$ cat src/rtl/nrmc_pkg.sv
// ---------------------------------------------------------------------------
// nrmc_pkg
// Shared types and constants of the RMC position parser.
// ---------------------------------------------------------------------------
`default_nettype none

package nrmc_pkg;

  localparam int DEG_W  = 10;
  localparam int MIN_W  = 7;
  localparam int FRAC_W = 14;
  localparam int POS_W  = 4;
  localparam int CNT_W  = 3;
  localparam int HPOS_W = 3;
  localparam int SEC_W  = 6;
  localparam int MAG_W  = 22;
  localparam int LAT_W  = 20;
  localparam int LON_W  = 23;
  localparam int Z_W    = 15;
  localparam int PROD_W = 32;

  localparam logic [7:0] CH_NL    = 8'h0A;
  localparam logic [7:0] CH_COMMA = 8'h2C;
  localparam logic [7:0] CH_MINUS = 8'h2D;
  localparam logic [7:0] CH_ZERO  = 8'h30;
  localparam logic [7:0] CH_NINE  = 8'h39;

  localparam logic [HPOS_W-1:0] HDR_LAST = 3'd6;

  localparam logic [CNT_W-1:0] CNT_AFTER_HDR = 3'd1;
  localparam logic [CNT_W-1:0] CNT_LAT_COMMA = 3'd2;
  localparam logic [CNT_W-1:0] CNT_IN_LAT    = 3'd3;
  localparam logic [CNT_W-1:0] CNT_LON_COMMA = 3'd4;
  localparam logic [CNT_W-1:0] CNT_IN_LON    = 3'd5;
  localparam logic [CNT_W-1:0] CNT_MAX       = 3'd7;

  localparam int DEG_SCALE = 3600;
  localparam int MIN_SCALE = 60;
  // floor(z / 500) = (z * SEC_RECIP) >> SEC_SHIFT, exact for z < 30000
  localparam int SEC_RECIP = 67109;
  localparam int SEC_SHIFT = 25;

  typedef enum logic [1:0] {
    PH_HEADER,
    PH_SCAN,
    PH_FIELD,
    PH_STOP
  } phase_t;

  typedef struct packed {
    logic              commit;
    logic              is_lon;
    logic              negative;
    logic [DEG_W-1:0]  deg;
    logic [MIN_W-1:0]  minutes;
    logic [FRAC_W-1:0] frac;
    logic              fin;
    logic              ok;
  } fix_rec_t;

  typedef struct packed {
    logic             commit;
    logic             is_lon;
    logic             negative;
    logic [MAG_W-1:0] whole;
    logic [SEC_W-1:0] sec;
    logic             fin;
    logic             ok;
  } conv_rec_t;

endpackage

`default_nettype wire

$ cat src/rtl/nrmc_ifs.sv
// ---------------------------------------------------------------------------
// nrmc_ifs
// Valid/ready channels: sentence bytes in, position words out.
// ---------------------------------------------------------------------------
`default_nettype none

interface nrmc_byte_if;
  logic       valid;
  logic       ready;
  logic [7:0] data_byte;
  logic       end_of_sentence;

  modport source (output valid, output data_byte, output end_of_sentence, input ready);
  modport sink   (input valid, input data_byte, input end_of_sentence, output ready);
endinterface

interface nrmc_fix_if;
  logic                               valid;
  logic                               ready;
  logic                               ok;
  logic signed [nrmc_pkg::LAT_W-1:0]  latitude_arcsec;
  logic signed [nrmc_pkg::LON_W-1:0]  longitude_arcsec;

  modport source (output valid, output ok, output latitude_arcsec, output longitude_arcsec,
                  input ready);
  modport sink   (input valid, input ok, input latitude_arcsec, input longitude_arcsec,
                  output ready);
endinterface

`default_nettype wire

$ cat src/rtl/nrmc_parser_top.sv
// ---------------------------------------------------------------------------
// nmea_rmc_position_parser
// The result word is registered after the edge that accepts the last byte of a
// sentence, through the scanner record and then the two conversion stages.
// Throughput: one byte per cycle; input stalls only when a second finished
// sentence meets a result word that has not been taken yet.
// Reset: synchronous, clears scanner state, stage valids and held coordinates.
// ---------------------------------------------------------------------------
`default_nettype none

module nmea_rmc_position_parser (
  input  wire logic  clk,
  input  wire logic  rst,
  nrmc_byte_if.sink  sentence,
  nrmc_fix_if.source position
);
  import nrmc_pkg::*;

  fix_rec_t rec_q;
  logic     rec_valid;
  logic     rec_ready;

  nrmc_parser u_parser (
    .clk       (clk),
    .rst       (rst),
    .sentence  (sentence),
    .rec_q     (rec_q),
    .rec_valid (rec_valid),
    .rec_ready (rec_ready)
  );

  nrmc_converter u_converter (
    .clk       (clk),
    .rst       (rst),
    .rec_q     (rec_q),
    .rec_valid (rec_valid),
    .rec_ready (rec_ready),
    .position  (position)
  );

endmodule

`default_nettype wire

$ cat src/rtl/nrmc_parser.sv
// ---------------------------------------------------------------------------
// nrmc_parser
// Per-byte sentence scanner: header match, comma count, field digit
// accumulation. Emits a record on field completion and on end of sentence.
// ---------------------------------------------------------------------------
`default_nettype none

module nrmc_parser (
  input  wire logic          clk,
  input  wire logic          rst,
  nrmc_byte_if.sink          sentence,
  output nrmc_pkg::fix_rec_t rec_q,
  output logic               rec_valid,
  input  wire logic          rec_ready
);
  import nrmc_pkg::*;

  phase_t              phase, phase_next;
  logic [HPOS_W-1:0]   header_pos, header_pos_next;
  logic [CNT_W-1:0]    comma_count, comma_count_next;
  logic [POS_W-1:0]    field_pos, field_pos_next;
  logic                negative, negative_next;
  logic [DEG_W-1:0]    degree_acc, degree_acc_next;
  logic [MIN_W-1:0]    minute_acc, minute_acc_next;
  logic [FRAC_W-1:0]   fraction_acc, fraction_acc_next;
  logic                rejected, rejected_next;
  fix_rec_t            rec;
  logic                accept;

  function automatic logic [7:0] hdr_char(input logic [HPOS_W-1:0] pos);
    logic [7:0] ch;
    case (pos)
      3'd0:    ch = 8'h24;
      3'd1:    ch = 8'h47;
      3'd2:    ch = 8'h50;
      3'd3:    ch = 8'h52;
      3'd4:    ch = 8'h4D;
      3'd5:    ch = 8'h43;
      3'd6:    ch = 8'h2C;
      default: ch = 8'h00;
    endcase
    return ch;
  endfunction

  assign sentence.ready = !rec_valid || rec_ready;
  assign accept         = sentence.valid && sentence.ready;

  always_comb begin
    logic [7:0]       c;
    logic             is_lon;
    logic [POS_W-1:0] nd;
    logic             is_digit;
    logic [3:0]       digit;
    logic             stepped;

    phase_next        = phase;
    header_pos_next   = header_pos;
    comma_count_next  = comma_count;
    field_pos_next    = field_pos;
    negative_next     = negative;
    degree_acc_next   = degree_acc;
    minute_acc_next   = minute_acc;
    fraction_acc_next = fraction_acc;
    rejected_next     = rejected;
    rec               = '0;

    c        = sentence.data_byte;
    is_lon   = (comma_count == CNT_IN_LON);
    nd       = is_lon ? 4'd3 : 4'd2;
    is_digit = (c >= CH_ZERO) && (c <= CH_NINE);
    digit    = c[3:0];
    stepped  = 1'b0;

    case (phase)
      PH_HEADER: begin
        if (header_pos <= HDR_LAST && c == hdr_char(header_pos)) begin
          if (header_pos == HDR_LAST) begin
            header_pos_next  = '0;
            comma_count_next = CNT_AFTER_HDR;
            phase_next       = PH_SCAN;
          end else begin
            header_pos_next = header_pos + 1'b1;
          end
        end else begin
          rejected_next = 1'b1;
          phase_next    = PH_STOP;
        end
      end
      PH_SCAN: begin
        if (c == CH_NL) begin
          phase_next = PH_STOP;
        end else if (c == CH_COMMA) begin
          if (comma_count == CNT_LAT_COMMA || comma_count == CNT_LON_COMMA) begin
            field_pos_next    = '0;
            negative_next     = 1'b0;
            degree_acc_next   = '0;
            minute_acc_next   = '0;
            fraction_acc_next = '0;
            phase_next        = PH_FIELD;
          end
          if (comma_count != CNT_MAX) begin
            comma_count_next = comma_count + 1'b1;
          end
        end
      end
      PH_FIELD: begin
        if (c == CH_NL) begin
          rejected_next = 1'b1;
          phase_next    = PH_STOP;
        end else if (field_pos == '0 && !negative && c == CH_MINUS) begin
          negative_next = 1'b1;
        end else if (field_pos == nd + 4'd2) begin
          field_pos_next = field_pos + 1'b1;
          stepped        = 1'b1;
        end else if (is_digit) begin
          if (field_pos < nd) begin
            degree_acc_next = DEG_W'(degree_acc * DEG_W'(10) + DEG_W'(digit));
          end else if (field_pos < nd + 4'd2) begin
            minute_acc_next = MIN_W'(minute_acc * MIN_W'(10) + MIN_W'(digit));
          end else begin
            fraction_acc_next = FRAC_W'(fraction_acc * FRAC_W'(10) + FRAC_W'(digit));
          end
          field_pos_next = field_pos + 1'b1;
          stepped        = 1'b1;
        end else begin
          rejected_next = 1'b1;
          phase_next    = PH_STOP;
        end
        if (stepped && field_pos_next == nd + 4'd7) begin
          rec.commit        = 1'b1;
          rec.is_lon        = is_lon;
          rec.negative      = negative;
          rec.deg           = degree_acc_next;
          rec.minutes       = minute_acc_next;
          rec.frac          = fraction_acc_next;
          field_pos_next    = '0;
          negative_next     = 1'b0;
          degree_acc_next   = '0;
          minute_acc_next   = '0;
          fraction_acc_next = '0;
          phase_next        = PH_SCAN;
        end
      end
      default: begin
      end
    endcase

    if (sentence.end_of_sentence) begin
      rec.fin = 1'b1;
      rec.ok  = !rejected_next && phase_next != PH_HEADER && phase_next != PH_FIELD;
      phase_next        = PH_HEADER;
      header_pos_next   = '0;
      comma_count_next  = '0;
      field_pos_next    = '0;
      negative_next     = 1'b0;
      degree_acc_next   = '0;
      minute_acc_next   = '0;
      fraction_acc_next = '0;
      rejected_next     = 1'b0;
    end
  end

  always_ff @(posedge clk) begin
    if (rst) begin
      phase        <= PH_HEADER;
      header_pos   <= '0;
      comma_count  <= '0;
      field_pos    <= '0;
      negative     <= 1'b0;
      degree_acc   <= '0;
      minute_acc   <= '0;
      fraction_acc <= '0;
      rejected     <= 1'b0;
      rec_valid    <= 1'b0;
    end else begin
      if (accept) begin
        phase        <= phase_next;
        header_pos   <= header_pos_next;
        comma_count  <= comma_count_next;
        field_pos    <= field_pos_next;
        negative     <= negative_next;
        degree_acc   <= degree_acc_next;
        minute_acc   <= minute_acc_next;
        fraction_acc <= fraction_acc_next;
        rejected     <= rejected_next;
      end
      if (accept && (rec.commit || rec.fin)) begin
        rec_valid <= 1'b1;
      end else if (rec_ready) begin
        rec_valid <= 1'b0;
      end
    end
  end

  always_ff @(posedge clk) begin
    if (accept && (rec.commit || rec.fin)) begin
      rec_q <= rec;
    end
  end

  a_field_comma: assert property (@(posedge clk) disable iff (rst)
    phase == PH_FIELD |-> comma_count == CNT_IN_LAT || comma_count == CNT_IN_LON)
    else $error("field phase outside a coordinate field");

  a_hdr_idle: assert property (@(posedge clk) disable iff (rst)
    phase == PH_SCAN || phase == PH_FIELD |-> header_pos == '0)
    else $error("header position left nonzero");

  a_eos_clear: assert property (@(posedge clk) disable iff (rst)
    accept && sentence.end_of_sentence |=> phase == PH_HEADER && comma_count == '0)
    else $error("state not cleared after end of sentence");

endmodule

`default_nettype wire

$ cat src/rtl/nrmc_converter.sv
// ---------------------------------------------------------------------------
// nrmc_converter
// Two-stage arc-second conversion of committed fields, coordinate holding
// registers and the result register.
// ---------------------------------------------------------------------------
`default_nettype none

module nrmc_converter (
  input  wire logic          clk,
  input  wire logic          rst,
  input  nrmc_pkg::fix_rec_t rec_q,
  input  wire logic          rec_valid,
  output logic               rec_ready,
  nrmc_fix_if.source         position
);
  import nrmc_pkg::*;

  conv_rec_t          conv, conv_q;
  logic               conv_valid;
  logic               conv_go;
  logic               out_free;
  logic [Z_W-1:0]     frac3;
  logic [PROD_W-1:0]  sec_prod;
  logic [MAG_W-1:0]   mag;
  logic [LON_W-1:0]   value;
  logic [LAT_W-1:0]   lat_q, lat_next;
  logic [LON_W-1:0]   lon_q, lon_next;
  logic               out_valid;
  logic               out_ok;
  logic [LAT_W-1:0]   out_lat;
  logic [LON_W-1:0]   out_lon;

  // stage 1: degrees and minutes scaled, seconds = floor(frac * 3 / 500)
  always_comb begin
    frac3    = Z_W'({1'b0, rec_q.frac}) + Z_W'({rec_q.frac, 1'b0});
    sec_prod = PROD_W'(frac3) * PROD_W'(SEC_RECIP);
    conv.commit   = rec_q.commit;
    conv.is_lon   = rec_q.is_lon;
    conv.negative = rec_q.negative;
    conv.whole    = MAG_W'(rec_q.deg) * MAG_W'(DEG_SCALE)
                  + MAG_W'(rec_q.minutes) * MAG_W'(MIN_SCALE);
    conv.sec      = sec_prod[SEC_SHIFT +: SEC_W];
    conv.fin      = rec_q.fin;
    conv.ok       = rec_q.ok;
  end

  // stage 2: sum, sign, update coordinates
  always_comb begin
    mag      = conv_q.whole + MAG_W'(conv_q.sec);
    value    = conv_q.negative ? LON_W'(-{1'b0, mag}) : LON_W'({1'b0, mag});
    lat_next = (conv_q.commit && !conv_q.is_lon) ? value[LAT_W-1:0] : lat_q;
    lon_next = (conv_q.commit &&  conv_q.is_lon) ? value : lon_q;
  end

  assign out_free  = !out_valid || position.ready;
  assign conv_go   = conv_valid && (!conv_q.fin || out_free);
  assign rec_ready = !conv_valid || conv_go;

  always_ff @(posedge clk) begin
    if (rst) begin
      conv_valid <= 1'b0;
      out_valid  <= 1'b0;
      lat_q      <= '0;
      lon_q      <= '0;
    end else begin
      if (rec_ready) begin
        conv_valid <= rec_valid;
      end
      if (conv_go) begin
        if (conv_q.fin) begin
          lat_q <= '0;
          lon_q <= '0;
        end else begin
          lat_q <= lat_next;
          lon_q <= lon_next;
        end
      end
      if (conv_go && conv_q.fin) begin
        out_valid <= 1'b1;
      end else if (position.ready) begin
        out_valid <= 1'b0;
      end
    end
  end

  always_ff @(posedge clk) begin
    if (rec_ready) begin
      conv_q <= conv;
    end
    if (conv_go && conv_q.fin) begin
      out_ok  <= conv_q.ok;
      out_lat <= conv_q.ok ? lat_next : '0;
      out_lon <= conv_q.ok ? lon_next : '0;
    end
  end

  assign position.valid            = out_valid;
  assign position.ok               = out_ok;
  assign position.latitude_arcsec  = out_lat;
  assign position.longitude_arcsec = out_lon;

  a_fin_clears: assert property (@(posedge clk) disable iff (rst)
    conv_go && conv_q.fin |=> lat_q == '0 && lon_q == '0)
    else $error("coordinates kept across sentences");

  a_reject_zero: assert property (@(posedge clk) disable iff (rst)
    conv_go && conv_q.fin && !conv_q.ok |=>
      out_valid && !out_ok && out_lat == '0 && out_lon == '0)
    else $error("rejected sentence reported nonzero position");

endmodule

`default_nettype wire
$ cat src/flat_wrapper.sv
// flat-port wrapper written by rule: the top's interface ports become plain ports
module nmea_rmc_position_parser_flat import nrmc_pkg::*;
  (clk, rst, sentence_valid, sentence_data_byte, sentence_end_of_sentence, sentence_ready, position_valid, position_ok, position_latitude_arcsec, position_longitude_arcsec, position_ready);
  nrmc_byte_if sentence_i ();
  nrmc_fix_if position_i ();
  input  wire logic clk;
  input  wire logic rst;
  input wire logic [$bits(sentence_i.valid)-1:0] sentence_valid;
  input wire logic [$bits(sentence_i.data_byte)-1:0] sentence_data_byte;
  input wire logic [$bits(sentence_i.end_of_sentence)-1:0] sentence_end_of_sentence;
  output wire logic [$bits(sentence_i.ready)-1:0] sentence_ready;
  output wire logic [$bits(position_i.valid)-1:0] position_valid;
  output wire logic [$bits(position_i.ok)-1:0] position_ok;
  output wire logic [$bits(position_i.latitude_arcsec)-1:0] position_latitude_arcsec;
  output wire logic [$bits(position_i.longitude_arcsec)-1:0] position_longitude_arcsec;
  input wire logic [$bits(position_i.ready)-1:0] position_ready;
  assign sentence_i.valid = sentence_valid;
  assign sentence_i.data_byte = sentence_data_byte;
  assign sentence_i.end_of_sentence = sentence_end_of_sentence;
  assign sentence_ready = sentence_i.ready;
  assign position_valid = position_i.valid;
  assign position_ok = position_i.ok;
  assign position_latitude_arcsec = position_i.latitude_arcsec;
  assign position_longitude_arcsec = position_i.longitude_arcsec;
  assign position_i.ready = position_ready;
  nmea_rmc_position_parser u_core (.clk(clk), .rst(rst), .sentence(sentence_i), .position(position_i));
endmodule
$ cat config.mk
export PLATFORM = sky130hd
export DESIGN_NAME = nmea_rmc_position_parser_flat
export DESIGN_NICKNAME = d
export VERILOG_FILES = /design/src/rtl/nrmc_pkg.sv /design/src/rtl/nrmc_ifs.sv /design/src/rtl/nrmc_parser_top.sv /design/src/rtl/nrmc_parser.sv /design/src/rtl/nrmc_converter.sv /design/src/flat_wrapper.sv
export SDC_FILE = /design/constraint.sdc
export NUM_CORES = 1
export LEC_CHECK = 0
export ABC_AREA = 1
export BUFFER_PORTS_ARGS = -buffer_cell sky130_fd_sc_hd__buf_2
export CELL_PAD_IN_SITES_DETAIL_PLACEMENT = 1
export CELL_PAD_IN_SITES_GLOBAL_PLACEMENT = 2
export CORE_AREA = 4 4 210 212
export DETAILED_ROUTE_END_ITERATION = 10
export DIE_AREA = 0 0 214 216
export PLACE_DENSITY_LB_ADDON = 0.1
export SLEW_MARGIN = 20
export SYNTH_ARGS = -nofsm -noshare
export SYNTH_HDL_FRONTEND = slang
export SYNTH_SLANG_ARGS = --single-unit
$ cat constraint.sdc
create_clock -name clk -period 9.6 [get_ports clk]
set_clock_uncertainty 0.2 [all_clocks]
set_input_delay 1.44 -clock clk [delete_from_list [all_inputs] [get_ports clk]]
set_output_delay 1.44 -clock clk [all_outputs]
set_load 0.005 [all_outputs]
==> impl_results.md <==
* Total Die Area at 46200 um2
* Peak Freq at 146 MHz
* Area Overhead vs Synth at 9.44%
* GR peak layer: met2
* Required time of the critical path at 9720 ps
* Rel. slew slack at 0.288
* GRT Util Overall at 0.198
* Iter 0 DRT Violations at 520
* Initial cell density of the core at 0.420
* Core box area at 41900 um2
* Drt wl/cell at 16.0 um
* Wirelength, routed at 45400 um
* Clock latency on the worst-skew pair at 550 ps
* Main synth FF type: edfxtp_1
* Final net count at 2616
* Met3 Usage GRT at 0.0215
* HPWL after detailed placement at 36300 um
* Yosys top cell by area: edfxtp_1
* CP cell instances: ha_1 -> a21oi_1 -> nand2_1 -> nand4_1 -> nand2_1 -> a21boi_0 -> o21ai_0 -> xor2_1 -> ha_1 -> inv_1 -> fa_1 -> fa_1 -> fa_1 -> inv_1 -> fa_1 -> ha_1 -> ha_1 -> a21oi_1 -> o21ai_0 -> a21oi_1 -> o31ai_1 -> a21oi_1 -> nand3b_1 -> nand2_1
* Root buffer cell: clkbuf_16
* YS warnings at 0
* Commonest cells after routing, fill and taps aside: nand2_1 (462), inv_1 (357), ha_1 (257)
* R2R Path Start: u_core.u_parser.rec_q[4]$_SDFFCE_PN0P_
* Power Total at 4080 uW
* Clk buf depth at 3
* WP data arrival at 6970 ps
* DRC violations left at 0
* LEAKAGE at 0.00914 uW
* CP Launch Type: flop
* Post-DR vias/cell at 5.08
* Critical Path Sink Type: flop
* Fraction of registers with async set/reset at 0
* Fin. max-slew vios at 0
* Post-synthesis sequential area ratio at 0.292
* # clock sinks at 202
* Number of distinct library cells after synthesis at 54
* Vias in the first global route at 15500
* Post-route clock period utilization at 0.714
* DR vias at 14400
* CTS buffer count at 25
* Pwr dens at 211 nW/um2
* Worst min-delay path class: reg -> reg
* Routability congestion estimate at 0.817
* Yosys top cell area share at 0.189
* FP Rows at 75
* Initial antenna violation count at 1
* Critical Path Slowest Stage Cell: xor2_1
* Internal at 2330 uW
* DR pass1 iterations at 4
* Period minus WS final at 6850 ps
* Syn_area_per_cell at 7.91 um2
* Reg clk slew, reported paths at 70 ps
* Seq cells post-synth at 202
* Placed cell count at 2791
* Fill count at 5119
* Die Y at 216 um
* Post-cts resize count at 0
* Largest net degree at the start of global routing at 84
* Util after Layout at 0.460
* CTS Hold Buffers Added at 0
* ANT cells at 0
* Synthesized cell area at 17600 um2
* Grt total ovfl at 0
* Max-cap check violation count at 0
* Peak VDD IR at 0.117 mV
* Actual slew at the worst max-slew pin at 1070 ps
* Synth Instances at 2230
* Final setup viols at 0
* R2r worst-path depth at 24
* First-pass GRT wire length at 77700 um
* Sw Pwr at 1750 uW
* Layout cells sized above 1 at 0.0748
* Sequential share of power at 0.265
* GR Util met2 at 0.363
* Post-route ant nets at 0
* Die Span X at 214 um
* Buf+Inv Stages, Crit Path at 2
* Reg2reg setup slack at 2750 ps
* IO Port Bufs at 58
* CTS tree: yes
* EDFF count, synth at 111
* Combinational share of power at 0.495
* Setup TNS at 0 ps
* Clk pwr share at 0.240
* H-tree levels at 1
* Crit path launch: u_core.u_parser.rec_q[4]$_SDFFCE_PN0P_
* Unrepaired setup endpoints after global routing: false
* WS Path Type: reg -> reg
* Final Non-Filler Cells at 2837
* Delay-heaviest family, CP: adder cells
* Sw frac at 0.429
* Post-CTS setup buffer count at 0
* Boundary pin count at 59
* Top cells by area, synth: edfxtp_1 (19%), ha_1 (18%), dfxtp_1 (10%), nand2_1 (9.8%), fa_1 (7.6%)
* Status: finished, final reports clean
* Max incr delay on CP at 620 ps
* Met1 usage at 0.261
* Levels on crit path at 24
* Worst Path Max Fanout at 6
* RR Endpoint: u_core.u_converter.conv_q[7]$_DFFE_PP_
* Worst Setup EP: u_core.u_converter.conv_q[7]$_DFFE_PP_
* Syn Nets at 2567
* Commonest non-fill, non-tap cell in the layout: nand2_1
* Final Hold Viols at 0
layout make-up:
cell class                 count  area, um2  share of cell area
clock buffer                  33        656              0.0340
multi-input combinational   1618      10900               0.565
clock inverter                13        188             0.00973
timing repair buffer          67        358              0.0185
inverter                     365       1370              0.0710
sequential                   202       5150               0.267
tap                          539        674              0.0349
kinds of logic (layout without fill, tap and decap cells):
family | after synthesis | in the layout | synth area share
compound gates | 299 | 299 | 0.0935
xor+xnor | 93 | 93 | 0.0466
fa+ha+maj | 324 | 324 | 0.258
buf+inv | 410 | 478 | 0.0897
flops | 202 | 202 | 0.292
simple gates | 902 | 902 | 0.219
synthesized netlist by cell type (19+ instances only):
library cell    n
nand4_1        19
fa_1           67
nand3_1       120
nand2_1       462
clkbuf_1       29
inv_1         357
dfxtp_1        91
xnor2_1        38
xor2_1         54
nor2_1        205
o21ai_0        84
ha_1          257
or2_2          39
edfxtp_1      111
a21oi_1       152
per-stage QoR:
step	setup WS [ps]	cell area, um2	hold WS (ps)
after floorplan	3450	17600	200
after global placement	2930	18500	201
after detailed placement	2720	18500	207
after CTS	2710	19300	221
after global routing	2030	19300	230
final	2750	19300	219
sequential cells by signal (all words and copies together) (netlist names):
name	count
u_core.u_converter.conv_q	31
u_core.u_converter.conv_valid	1
u_core.u_converter.lat_q	20
u_core.u_converter.lon_q	23
u_core.u_converter.position.latitude_arcsec	20
u_core.u_converter.position.longitude_arcsec	23
u_core.u_converter.position.ok	1
u_core.u_converter.position.valid	1
u_core.u_parser.comma_count	3
u_core.u_parser.degree_acc	10
u_core.u_parser.field_pos	4
u_core.u_parser.fraction_acc	14
u_core.u_parser.header_pos	3
u_core.u_parser.minute_acc	7
u_core.u_parser.negative	1
u_core.u_parser.phase	2
u_core.u_parser.rec_q	36
u_core.u_parser.rec_valid	1
u_core.u_parser.rejected	1
metal layers:
metal	part of all wire	vias up
met1	0.48	6951
met2	0.49	74
met5	0.00029	-
li1	-	7354
met3	0.021	44
met4	0.013	2
how the worst min path moves through the flow:
stage / slack, ps / cells after the start / from / endpoint
finish: 220 / 0 / u_core.u_parser.rec_q[1]$_DFFE_PP_ / u_core.u_converter.conv_q[1]$_DFFE_PP_
global route: 230 / 0 / u_core.u_parser.rec_q[1]$_DFFE_PP_ / u_core.u_converter.conv_q[1]$_DFFE_PP_
CTS: 220 / 0 / u_core.u_parser.rec_q[1]$_DFFE_PP_ / u_core.u_converter.conv_q[1]$_DFFE_PP_
detailed placement: 210 / 0 / u_core.u_parser.rec_q[1]$_DFFE_PP_ / u_core.u_converter.conv_q[1]$_DFFE_PP_
global placement: 200 / 0 / u_core.u_parser.rec_q[34]$_SDFFCE_PN0P_ / u_core.u_converter.conv_q[31]$_DFFE_PP_
floorplan: 200 / 0 / u_core.u_parser.rec_q[0]$_SDFFCE_PN0P_ / u_core.u_converter.conv_q[0]$_DFFE_PP_
power by group through the flow:
| stage | Clock [uW] | Sequential [uW] | Combinational, uW |
|---|---|---|---|
| 3_3_place_gp | 0 | 1100 | 1960 |
| 4_1_cts | 1010 | 1080 | 2050 |
| 5_1_grt | 1050 | 1090 | 2380 |
| 3_5_place_dp | 0 | 1100 | 2020 |
| 2_1_floorplan | 0 | 1050 | 1510 |
| 6_report | 981 | 1080 | 2020 |
Note: power is estimated with default switching activity, not from simulation.
